File: config.mk
export PLATFORM = sky130hd
export DESIGN_NAME = ohl_queue
export DESIGN_NICKNAME = d
export VERILOG_FILES = /design/src/design/assert_macros.svh /design/src/design/ohl_pkg.sv /design/src/design/ohl_queue.sv
export SDC_FILE = /design/constraint.sdc
export NUM_CORES = 1
export LEC_CHECK = 0
export ABC_AREA = 0
export CAP_MARGIN = 0
export CELL_PAD_IN_SITES_DETAIL_PLACEMENT = 1
export CELL_PAD_IN_SITES_GLOBAL_PLACEMENT = 1
export CORE_MARGIN = 2
export CORE_UTILIZATION = 48
export CTS_CLUSTER_DIAMETER = 100
export CTS_CLUSTER_SIZE = 12
export DETAILED_ROUTE_END_ITERATION = 12
export DONT_BUFFER_PORTS = 1
export HOLD_SLACK_MARGIN = 0.05
export PLACE_DENSITY = 0.79
export SLEW_MARGIN = 20
export SYNTH_ARGS = -nofsm -noshare
export SYNTH_HDL_FRONTEND = slang
export SYNTH_SLANG_ARGS = --single-unit
File: constraint.sdc
create_clock -name clk -period 9.95 [get_ports clk]
set_input_delay 2.985 -clock clk [delete_from_list [all_inputs] [get_ports clk]]
set_output_delay 2.985 -clock clk [all_outputs]
set_load 0.05 [all_outputs]
File: src/design/assert_macros.svh
// Assertion macros shared by the order hash ledger RTL.
// No dependencies; define NO_ASSERTIONS to compile them out.
`ifndef ASSERT_MACROS_SVH
`define ASSERT_MACROS_SVH
`ifndef NO_ASSERTIONS
`define ASSERT_CLK(lbl, clk_s, rst_s, prop, msg) \
  lbl: assert property (@(posedge clk_s) disable iff (!rst_s) prop) else $error(msg);
`define ASSERT_NEVER(lbl, clk_s, rst_s, cond, msg) \
  lbl: assert property (@(posedge clk_s) disable iff (!rst_s) !(cond)) else $error(msg);
`else
`define ASSERT_CLK(lbl, clk_s, rst_s, prop, msg)
`define ASSERT_NEVER(lbl, clk_s, rst_s, cond, msg)
`endif
`endif

File: src/design/ohl_pkg.sv
// Package for the order hash ledger: sizes, command codes, item types.
// No dependencies.
`timescale 1ns / 1ps
`default_nettype none
package ohl_pkg;
  localparam int SLOTS     = 1024;
  localparam int SLOT_W    = $clog2(SLOTS);
  localparam int HASH_BITS = $clog2(SLOTS + 1) - 1;
  localparam int CNT_W     = 10;
  localparam int ADDR_W    = 3;
  localparam int QDEPTH    = 2;
  localparam int QPTR_W    = $clog2(QDEPTH);
  localparam logic [CNT_W-1:0] LIMIT_RST = CNT_W'(716);
  localparam logic [63:0] GOLDEN = 64'h9E37_79B9_7F4A_7C15;

  localparam logic [2:0] CMD_INSERT = 3'd0;
  localparam logic [2:0] CMD_TAKE   = 3'd1;
  localparam logic [2:0] CMD_RETIRE = 3'd2;
  localparam logic [2:0] CMD_FIND   = 3'd3;
  localparam logic [2:0] CMD_CLEAR  = 3'd4;

  typedef struct packed {
    logic [2:0]         command;
    logic [63:0]        order_id;
    logic               side;
    logic signed [31:0] price;
    logic [30:0]        lots;
  } in_item_t;

  typedef struct packed {
    logic               status;
    logic               side_res;
    logic signed [31:0] price_res;
    logic [30:0]        taken;
    logic [30:0]        remaining;
    logic [CNT_W-1:0]   occupancy;
  } out_item_t;

  typedef struct packed {
    logic [63:0]        order_id;
    logic               side;
    logic signed [31:0] price;
    logic [30:0]        lots;
  } entry_t;

  typedef struct packed {
    in_item_t          item;
    logic [SLOT_W-1:0] home;
    logic              reject;
  } job_t;

  typedef struct packed {
    logic init_busy;
  } ctl_t;

  function automatic logic [SLOT_W-1:0] next_slot(input logic [SLOT_W-1:0] a);
    return (a == SLOT_W'(SLOTS - 1)) ? '0 : a + 1'b1;
  endfunction
endpackage
`default_nettype wire

File: src/design/ohl_queue.sv
// Short job queue between the front and the back.
// Depends on ohl_pkg.
`timescale 1ns / 1ps
`default_nettype none
module ohl_queue import ohl_pkg::*; (
  input  wire logic clk,
  input  wire logic rst_n,
  input  wire logic push,
  input  job_t      push_job,
  input  wire logic pop,
  output job_t      head,
  output logic      full,
  output logic      empty
);
  job_t              q_r [QDEPTH];
  logic [QPTR_W-1:0] wp_r, rp_r;
  logic [QPTR_W:0]   cnt_r;

  always_ff @(posedge clk) begin
    if (!rst_n) begin
      wp_r  <= '0;
      rp_r  <= '0;
      cnt_r <= '0;
    end else begin
      if (push) wp_r <= wp_r + 1'b1;
      if (pop)  rp_r <= rp_r + 1'b1;
      cnt_r <= cnt_r + (QPTR_W+1)'(push) - (QPTR_W+1)'(pop);
    end
    if (push) begin
      q_r[wp_r] <= push_job;
    end
  end

  assign head  = q_r[rp_r];
  assign full  = (cnt_r == (QPTR_W+1)'(QDEPTH));
  assign empty = (cnt_r == '0);
endmodule
`default_nettype wire

==> run summary <==
Outcome: complete, no violations
Post-placement setup slack: 4.794 ns
Vias per inst: 5.423
DR iter-0 viols: 231
DR DRC count: 0
Crit Reg-Reg Startpoint: wp_r$_SDFFE_PN0P_
Gpl congestion: 0.7449
Hold crit path type: register to register
Die area: 23710 sq um
# clock sinks: 289
Top-count cell post-synth: edfxtp_1
Post-synth top area share: 79.00%
Synth cell count leaders: 284 x edfxtp_1, 80 x mux2_4, 62 x mux2_2
VDD IR max: 176.2 uV
Fill cells: 1836
Post-route setup slack: 4.372 ns
Net Count, Synth: 611
Clk pin slew, worst setup/hold paths: 0.06 ns
Sum Neg Setup Slack: 0 ns
Critical path arrival: 2.59 ns
Reg area: 8632 sq um
Worst Path Buf+Inv: 1
Post-DR wirelength/cell: 25.55 microns
Critical path class: register to output port
Count of final max-slew check failures: 0
Tmin final: 5.578 ns
Overall routing resource usage: 16.58%
Final hold vios: 0
Critical path's slowest cell: buf_4
Root Buffer: clkbuf_16
Met3 global-route usage: 8.681%
Cts bufs inserted: 28
Multi-input gate area: 2027 sq um
Net count, final: 630
M2 GR Usage: 28.89%
Main area contributors after synthesis: edfxtp_1 79%, mux2_4 11%, mux2_2 6.5%
Htree depth: 1
Gate count of the mapped netlist: 463
Vias in the first global route: 4796
CTS Buffer Depth: 3
# rows: 54
CP Data Required Time: 6.97 ns
CP Launch Type: register
Core Area: 21960 sq um
Syn Std Cell Area: 10800 sq um
Most crowded layer after global routing: met2
Initial antenna violation count: 0
Crit path max-delay family: buffers and inverters
Max Fclk: 0.1793 GHz
Setup Fix Bufs, Post-CTS: 0
Antenna-violating nets left: 0
Leakage: 4.027 nW
Pwr/cell area: 234.9 nW/um^2
Routed Wire Length: 20.03 mm
Synthesized area per cell: 23.32 sq um
Post-synth EDFFs: 284
Max-slew headroom: 27.99%
CP max stage delay: 0.75 ns
Crit end category: output port
First-pass GRT wire length: 29.53 mm
Starting Density: 49.16%
Clock Skew: 0.008225 ns
Ys flop type: edfxtp_1
Hold_ws: 0.5808 ns
Area grow syn2layout: 9.991%
Max_cap viols: 0
Period utilisation layout: 56.06%
RSZ-0062 raised after global routing: no
I/O pin count: 290
Worst Tran Pin Value: 1.080 ns
Worst path cell trace: buf_4 -> mux2_2
CTS tree: yes
Yosys reg bits: 289
Largest net degree at the start of global routing: 82
PortBufs: 0
Distinct cell type count of the synthesized netlist: 14
Yosys top cell by area: edfxtp_1
Resize count post-CTS: 0
Die X: 154.0 microns
DRT Pass-1 Iters: 4
Crit-path max FO: 66
Sequential area share after synthesis: 79.93%
M1 GR Usage: 17.09%
Die Ht: 154.0 microns
Hold-fix buffers at CTS: 0
Clk_lat worst skew: 0.52 ns
Synth Warn #: 0
ANT cells: 0
Vias post-DR: 4252
Asr flop ratio synth: 0%
Share of cells above drive strength 1: 35.71%
Total congestion overflow: 0
Hold_sp: rp_r$_SDFFE_PN0P_
Setup violations, final: 0
metal layers:
metal / share of wire [%] / up-vias / wire length (microns)
li1: - / 1872 / -
met1: 33 / 2098 / 6651
met2: 51 / 245 / 10200
met3: 13 / 37 / 2626
met4: 2.8 / 0 / 558
met5: 0 / - / 0
kinds of logic (layout without fill, tap and decap cells):
| group | count (synthesis) | count (layout) | synth area share, % |
|---|---|---|---|
| XOR/XNOR | 2 | 2 | 0.2898 |
| flip-flops | 289 | 289 | 79.93 |
| adder cells (fa/ha/maj) | 2 | 2 | 0.2318 |
| buffers and inverters | 18 | 59 | 1.391 |
| AO/OA/AOI/OAI | 1 | 1 | 0.06957 |
| AND/OR/NAND/NOR | 9 | 9 | 0.4983 |
| multiplexers | 142 | 142 | 17.59 |
worst paths after layout:
path	to	slack, ns	depth (start not counted)
setup / recovery	head[21]	4.37	2
hold / removal	rp_r$_SDFFE_PN0P_	0.58	2
setup reg to reg	q_r[1][138]$_DFFE_PP_	7.41	2
hold reg to reg	rp_r$_SDFFE_PN0P_	0.58	2
cells in the final DEF, fill, tap and decap left out:
| cell type | instances |
|---|---|
| xor2_1 | 1 |
| nor2_1 | 1 |
| clkbuf_16 | 29 |
| nor2b_1 | 3 |
| o21a_1 | 1 |
| mux2_4 | 80 |
| and2_1 | 3 |
| dfxtp_1 | 4 |
| nor2b_4 | 1 |
| ha_1 | 2 |
| and2_4 | 1 |
| edfxtp_1 | 284 |
| dfxtp_4 | 1 |
| buf_4 | 5 |
| mux2_2 | 62 |
| clkbuf_1 | 22 |
| xnor3_1 | 1 |
| inv_8 | 1 |
| inv_1 | 2 |
power by group:
part / leakage, nW / total (mW) / switching (mW) / internal (mW)
Clock: 0.389 / 0.953 / 0.408 / 0.544
Sequential: 2.71 / 1.43 / 0.0238 / 1.41
Combinational: 0.930 / 0.402 / 0.304 / 0.0978
Total: 4.03 / 2.79 / 0.736 / 2.05
per-stage QoR:
stage               std cells  total power, mW  utilization, %  cell area, sq um
CTS                       784            2.820           54.07             11870
floorplan                 463            1.837               -             10800
global route              784            2.875           54.07             11870
finish                    784            2.789           54.07             11870
global placement          732            1.855           50.34             11050
detailed placement        732            1.867           50.34             11050
final cells by class:
class,instances,share of cell area (%)
timing repair buffer,5,0.3161
clock inverter,1,0.09484
sequential,289,72.70
multi-input combinational,156,17.07
inverter,2,0.06322
clock buffer,51,6.807
tap,280,2.950
tightest hold or removal path: stages, from the launching register on:
cell and delay [ns]:
dfxtp_1 0.32, xor2_1 0.07, and2_1 0.14
registers in the layout (all words and copies together) (netlist names), named ones only:
register and count:
q_r 284, cnt_r 2, rp_r 1, wp_r 1
Note: power is estimated with default switching activity, not from simulation.
