**src/design/assert_macros.svh**
```systemverilog
// Assertion macros shared by the order hash ledger RTL.
// No dependencies; define NO_ASSERTIONS to compile them out.
`ifndef ASSERT_MACROS_SVH
`define ASSERT_MACROS_SVH
`ifndef NO_ASSERTIONS
`define ASSERT_CLK(lbl, clk_s, rst_s, prop, msg) \
  lbl: assert property (@(posedge clk_s) disable iff (!rst_s) prop) else $error(msg);
`define ASSERT_NEVER(lbl, clk_s, rst_s, cond, msg) \
  lbl: assert property (@(posedge clk_s) disable iff (!rst_s) !(cond)) else $error(msg);
`else
`define ASSERT_CLK(lbl, clk_s, rst_s, prop, msg)
`define ASSERT_NEVER(lbl, clk_s, rst_s, cond, msg)
`endif
`endif

```
**src/design/ohl_pkg.sv**
```systemverilog
// Package for the order hash ledger: sizes, command codes, item types.
// No dependencies.
`timescale 1ns / 1ps
`default_nettype none
package ohl_pkg;
  localparam int SLOTS     = 1024;
  localparam int SLOT_W    = $clog2(SLOTS);
  localparam int HASH_BITS = $clog2(SLOTS + 1) - 1;
  localparam int CNT_W     = 10;
  localparam int ADDR_W    = 3;
  localparam int QDEPTH    = 2;
  localparam int QPTR_W    = $clog2(QDEPTH);
  localparam logic [CNT_W-1:0] LIMIT_RST = CNT_W'(716);
  localparam logic [63:0] GOLDEN = 64'h9E37_79B9_7F4A_7C15;

  localparam logic [2:0] CMD_INSERT = 3'd0;
  localparam logic [2:0] CMD_TAKE   = 3'd1;
  localparam logic [2:0] CMD_RETIRE = 3'd2;
  localparam logic [2:0] CMD_FIND   = 3'd3;
  localparam logic [2:0] CMD_CLEAR  = 3'd4;

  typedef struct packed {
    logic [2:0]         command;
    logic [63:0]        order_id;
    logic               side;
    logic signed [31:0] price;
    logic [30:0]        lots;
  } in_item_t;

  typedef struct packed {
    logic               status;
    logic               side_res;
    logic signed [31:0] price_res;
    logic [30:0]        taken;
    logic [30:0]        remaining;
    logic [CNT_W-1:0]   occupancy;
  } out_item_t;

  typedef struct packed {
    logic [63:0]        order_id;
    logic               side;
    logic signed [31:0] price;
    logic [30:0]        lots;
  } entry_t;

  typedef struct packed {
    in_item_t          item;
    logic [SLOT_W-1:0] home;
    logic              reject;
  } job_t;

  typedef struct packed {
    logic init_busy;
  } ctl_t;

  function automatic logic [SLOT_W-1:0] next_slot(input logic [SLOT_W-1:0] a);
    return (a == SLOT_W'(SLOTS - 1)) ? '0 : a + 1'b1;
  endfunction
endpackage
`default_nettype wire

```
**src/design/ohl_hash.sv**
```systemverilog
// Iterative Fibonacci hash: one 32x32 partial product per cycle, three steps.
// Depends on ohl_pkg.
`timescale 1ns / 1ps
`default_nettype none
module ohl_hash import ohl_pkg::*; (
  input  wire logic              clk,
  input  wire logic              rst_n,
  input  wire logic              start,
  input  wire logic [63:0]       id,
  output logic                   done,
  output logic [SLOT_W-1:0]      home
);
  logic [1:0]  step_r, step_nxt;
  logic [63:0] id_r, id_nxt;
  logic [63:0] acc_r, acc_nxt;
  logic        done_r;
  logic [31:0] op_a, op_b;
  logic [63:0] prod;

  always_comb begin
    op_a = id_r[31:0];
    op_b = GOLDEN[31:0];
    case (step_r)
      2'd2:    op_a = id_r[63:32];
      2'd3:    op_b = GOLDEN[63:32];
      default: ;
    endcase
    prod = 64'(op_a) * 64'(op_b);
    step_nxt = step_r;
    id_nxt   = id_r;
    acc_nxt  = acc_r;
    if (start) begin
      step_nxt = 2'd1;
      id_nxt   = id;
    end else if (step_r == 2'd1) begin
      acc_nxt  = prod;
      step_nxt = 2'd2;
    end else if (step_r != 2'd0) begin
      acc_nxt  = {acc_r[63:32] + prod[31:0], acc_r[31:0]};
      step_nxt = (step_r == 2'd3) ? 2'd0 : 2'd3;
    end
  end

  always_ff @(posedge clk) begin
    if (!rst_n) begin
      step_r <= 2'd0;
      done_r <= 1'b0;
    end else begin
      step_r <= step_nxt;
      done_r <= (step_r == 2'd3) && !start;
    end
    id_r  <= id_nxt;
    acc_r <= acc_nxt;
  end

  assign done = done_r;
  assign home = SLOT_W'(acc_r[63 -: HASH_BITS]);
endmodule
`default_nettype wire

```
**src/design/ohl_front.sv**
```systemverilog
// Front end: takes items, screens them and hashes the id to its home slot.
// Depends on ohl_pkg and ohl_hash.
`timescale 1ns / 1ps
`default_nettype none
module ohl_front import ohl_pkg::*; (
  input  wire logic clk,
  input  wire logic rst_n,
  input  wire logic start,
  input  in_item_t  in_item,
  output logic      busy,
  input  ctl_t      ctl,
  output logic      push,
  output job_t      push_job,
  input  wire logic q_full
);
  localparam logic [1:0] F_IDLE = 2'd0;
  localparam logic [1:0] F_HASH = 2'd1;
  localparam logic [1:0] F_PUSH = 2'd2;

  logic [1:0] st_r, st_nxt;
  job_t       job_r, job_nxt;
  logic       acc, lookup, bad, hstart, hdone;
  logic [SLOT_W-1:0] hhome;

  ohl_hash u_hash (
    .clk(clk), .rst_n(rst_n), .start(hstart), .id(in_item.order_id),
    .done(hdone), .home(hhome)
  );

  always_comb begin
    acc    = start && !busy;
    lookup = (in_item.command inside {CMD_INSERT, CMD_TAKE, CMD_RETIRE, CMD_FIND});
    bad    = (in_item.command > CMD_CLEAR) ||
             (lookup && in_item.order_id == 64'd0) ||
             ((in_item.command inside {CMD_INSERT, CMD_TAKE}) && in_item.lots == 31'd0);
    hstart  = 1'b0;
    st_nxt  = st_r;
    job_nxt = job_r;
    push    = 1'b0;
    case (st_r)
      F_IDLE: begin
        if (acc) begin
          job_nxt.item   = in_item;
          job_nxt.home   = '0;
          job_nxt.reject = bad;
          hstart = !bad && lookup;
          st_nxt = hstart ? F_HASH : F_PUSH;
        end
      end
      F_HASH: begin
        if (hdone) begin
          job_nxt.home = hhome;
          st_nxt = F_PUSH;
        end
      end
      F_PUSH: begin
        if (!q_full) begin
          push   = 1'b1;
          st_nxt = F_IDLE;
        end
      end
      default: st_nxt = F_IDLE;
    endcase
  end

  always_ff @(posedge clk) begin
    if (!rst_n) begin
      st_r <= F_IDLE;
    end else begin
      st_r <= st_nxt;
    end
    job_r <= job_nxt;
  end

  assign busy     = (st_r != F_IDLE) || ctl.init_busy;
  assign push_job = job_r;
endmodule
`default_nettype wire

```
**config.mk**
```make
export PLATFORM = sky130hd
export DESIGN_NAME = ohl_front
export DESIGN_NICKNAME = d
export VERILOG_FILES = /design/src/design/assert_macros.svh /design/src/design/ohl_pkg.sv /design/src/design/ohl_hash.sv /design/src/design/ohl_front.sv
export SDC_FILE = /design/constraint.sdc
export NUM_CORES = 2
export LEC_CHECK = 0
export BUFFER_PORTS_ARGS = -buffer_cell sky130_fd_sc_hd__buf_2
export CORE_MARGIN = 2
export CORE_UTILIZATION = 45
export CTS_CLUSTER_SIZE = 28
export DETAILED_ROUTE_END_ITERATION = 10
export HOLD_SLACK_MARGIN = 0.03
export PLACE_DENSITY = 0.7
export SYNTH_ARGS = -nofsm -noshare
export SYNTH_HDL_FRONTEND = slang
export SYNTH_SLANG_ARGS = --single-unit
```
**constraint.sdc**
```tcl
create_clock -name clk -period 14.8 [get_ports clk]
set_clock_uncertainty 0.05 [all_clocks]
set_input_delay 2.96 -clock clk [delete_from_list [all_inputs] [get_ports clk]]
set_output_delay 2.96 -clock clk [all_outputs]
set_load 0.02 [all_outputs]
```
==> results by group <==
Worst hold path
  • Endpoint with the worst hold slack: st_r[0]
  • Hold wc startpoint: st_r[1]
  • Hold Crit Class: flop to flop
  • Depth of the worst hold-timing path: 1

STA
  • Final Slew Violations: 0
  • RSZ-0062 raised after global routing: no
  • Worst Tran Pin Value: 1170 ps
  • Hold Vio Cnt, Final: 0
  • Setup violators final: 0
  • Final worst path period share: 72.4%
  • Setup ws final: 4080 ps
  • Min Tclk post-route: 10,720 ps
  • Total Neg Setup Slack: 0 ps
  • Slew Limit Headroom: 21.8%
  • Fmax: 93.3 MHz

Drt
  • Via count: 24.2k
  • Router iterations before antenna repair: 5
  • Post-Route WL: 105,000 um
  • Final ANT Viol Nets: 0
  • DRC viols: 0
  • Via-per-instance ratio: 5.40
  • Post-DR wirelength/cell: 23.4 um
  • Detailed Route Iter0 Violations: 1,956

Worst setup path
  • Critical Path End Type: flop
  • Worst Path Buf+Inv: 6
  • Most used cell, CP: fa_1
  • Worst path depth: 35
  • Max incr delay on CP: 690 ps
  • Critical path class: flop to flop
  • Launch point of the worst reg-to-reg path: u_hash.step_r[1]
  • R2r setup slk: 4080 ps
  • Crit path DAT: 10,970 ps
  • Worst EP required: 15,060 ps
  • RR Endpoint: u_hash.acc_r[63]
  • Slowest cell on crit path: mux2i_1
  • Crit-path leading delay family: adder cells
  • Reg2reg path depth: 35
  • Crit-path max FO: 38
  • Worst setup SP type: flop

Global route
  • Vias in the first global route: 25.0k
  • First-pass GRT wire length: 154,000 um
  • Met3 usage: 3.91%
  • Busiest grt layer: met2
  • Grt ovf: 0
  • Initial antenna violation count: 4
  • Overall routing resource usage: 26.5%
  • Largest net degree at the start of global routing: 78
  • Met2 Use GR: 42.0%
  • GR Util met1: 36.6%

Synthesis
  • Synthesized cell area: 34,700 um^2
  • Primary FF master, synth: edfxtp_1
  • Fraction of the yosys area taken by sequential cells: 20.9%
  • Most frequent cell after synthesis: inv_1
  • Leading area contributor after synthesis: fa_1
  • Synth cell types: 77
  • Ys async rst share: 0%
  • Mean Syn Cell Area: 10.9 um^2
  • Dominant cells by area after synthesis: fa_1 (35%), edfxtp_1 (21%), ha_1 (18%)
  • Flops & latches, synth: 243
  • Synth top cells by count: inv_1 (756), fa_1 (604), ha_1 (496)
  • Top cell type's share of synthesized area: 34.8%
  • Post-synth EDFFs: 238
  • Cells after synthesis: 3,187
  • YS warnings: 0

Final layout
  • Post-route cell area: 38,100 um^2
  • Area Overhead vs Synth: 9.59%
  • Final #Nets: 4,658
  • Fraction of layout instances using a drive strength above 1: 10.8%

Floorplanning
  • Die extent in y: 282 um
  • Die area: 79,400 um^2
  • Num rows: 101
  • Die width: 282 um
  • Initial Utilization: 45.6%
  • I/O pin count: 280
  • Core area: 76,200 um^2

Clocking
  • Hold_buf cts: 0
  • TritonCTS clock tree: yes
  • H-tree Lvls: 1
  • CTS sink count: 243
  • Bufs on Longest Clock Path: 3
  • CTS resizes: 0
  • Clock Latency Late Sink: 560 ps
  • Clock Pin Slew Worst Setup and Hold Paths: 70 ps
  • Root Driver: clkbuf_16
  • Setup Fix Bufs, Post-CTS: 0
  • CTS buffer count: 27

Placement
  • IO buf count: 279
  • GPL Wtd Cong: 1.01
  • Place WS: 4150 ps
  • HPWL after DPL: 91,900 um
  • DP Area: 37,200 um^2

Outcome
  • Status: completed

Run
  • Max cap viols: 0
==> per-layer routing <==
| layer | wire [um] | vias to the layer above |
|---|---|---|
| met5 | 35 | - |
| met4 | 4810 | 6 |
| met3 | 7480 | 224 |
| met2 | 49300 | 1016 |
| met1 | 43200 | 12200 |
| li1 | - | 10700 |
==> cell families (layout without fill, tap and decap cells) <==
family                     after synthesis  count (layout)  synth area share, %
adders and majority gates             1100            1100                 52.7
buffers and inverters                  874            1099                 9.50
and+or+nand+nor                        476             476                 6.57
AOI/OAI and AO/OA                      360             360                 6.91
DFF                                    243             243                 20.9
xor gates and xnor gates                93              93                 2.34
muxes                                   39              39                 1.13
other                                    2              33               0.0216
==> sequential cells by signal, indices dropped and copies added, names as in the netlist <==
register       flops
u_hash.done        1
u_hash.acc_r      32
st_r               2
u_hash.step_r      2
u_hash.id_r       64
push_job         142
==> layout by cell type (no fill, tap or decap), types with 8 or more instances in the layout <==
| master | Yosys | final |
|---|---|---|
| xnor2_1 | 59 | 59 |
| o211ai_1 | 14 | 14 |
| buf_4 | 0 | 15 |
| nand3_1 | 50 | 50 |
| nor3_1 | 19 | 19 |
| a21oi_1 | 104 | 104 |
| nand2b_1 | 9 | 8 |
| o21ai_0 | 60 | 60 |
| inv_1 | 756 | 756 |
| edfxtp_1 | 238 | 238 |
| o21bai_1 | 22 | 22 |
| nor2_1 | 78 | 77 |
| xor2_1 | 34 | 34 |
| and2_1 | 22 | 20 |
| o21a_1 | 13 | 13 |
| conb_1 | 2 | 32 |
| nand2_1 | 187 | 186 |
| a31oi_1 | 19 | 19 |
| clkbuf_16 | 0 | 27 |
| nand4_1 | 33 | 33 |
| mux2i_1 | 38 | 38 |
| ha_1 | 496 | 496 |
| buf_2 | 10 | 279 |
| a21o_1 | 52 | 52 |
| fa_1 | 604 | 604 |
| nor4_1 | 30 | 30 |
==> how the worst max path moves through the flow <==
stage | from | to
floorplan | ctl | u_hash.acc_r[32]
global placement | u_hash.step_r[1] | u_hash.acc_r[63]
detailed placement | u_hash.step_r[1] | u_hash.acc_r[63]
CTS | u_hash.step_r[1] | u_hash.acc_r[63]
global route | u_hash.step_r[1] | u_hash.acc_r[62]
finish | u_hash.step_r[1] | u_hash.acc_r[63]
==> cell type report <==
type	count	area, um^2
fill	6859	38100
sequential	243	7250
antenna	1	2.50
multi-input combinational	2100	24300
tap	1030	1290
inverter	756	2840
clock buffer	30	687
clock inverter	19	171
timing repair buffer	294	1510
==> worst reg2reg max path: cells and delay by family, from the launching register on <==
family	cells	cell delay, ps
AOI/OAI and AO/OA	11	2300
xor gates and xnor gates	2	320
adders and majority gates	10	4410
buffers and inverters	6	1490
DFF	1	310
muxes	2	780
and+or+nand+nor	4	800
==> metrics by stage <==
stage / hold WS [ps] / std cells / utilization [%]
after floorplan: 427 / 3217 / -
after global placement: 484 / 4423 / 48.8
after detailed placement: 480 / 4423 / 48.8
after CTS: 498 / 4472 / 50.0
after global routing: 529 / 4472 / 50.0
final: 485 / 4473 / 50.0
Power is not shown: default switching activity piles up to over one toggle a cycle in this logic, so the estimate is an artifact.
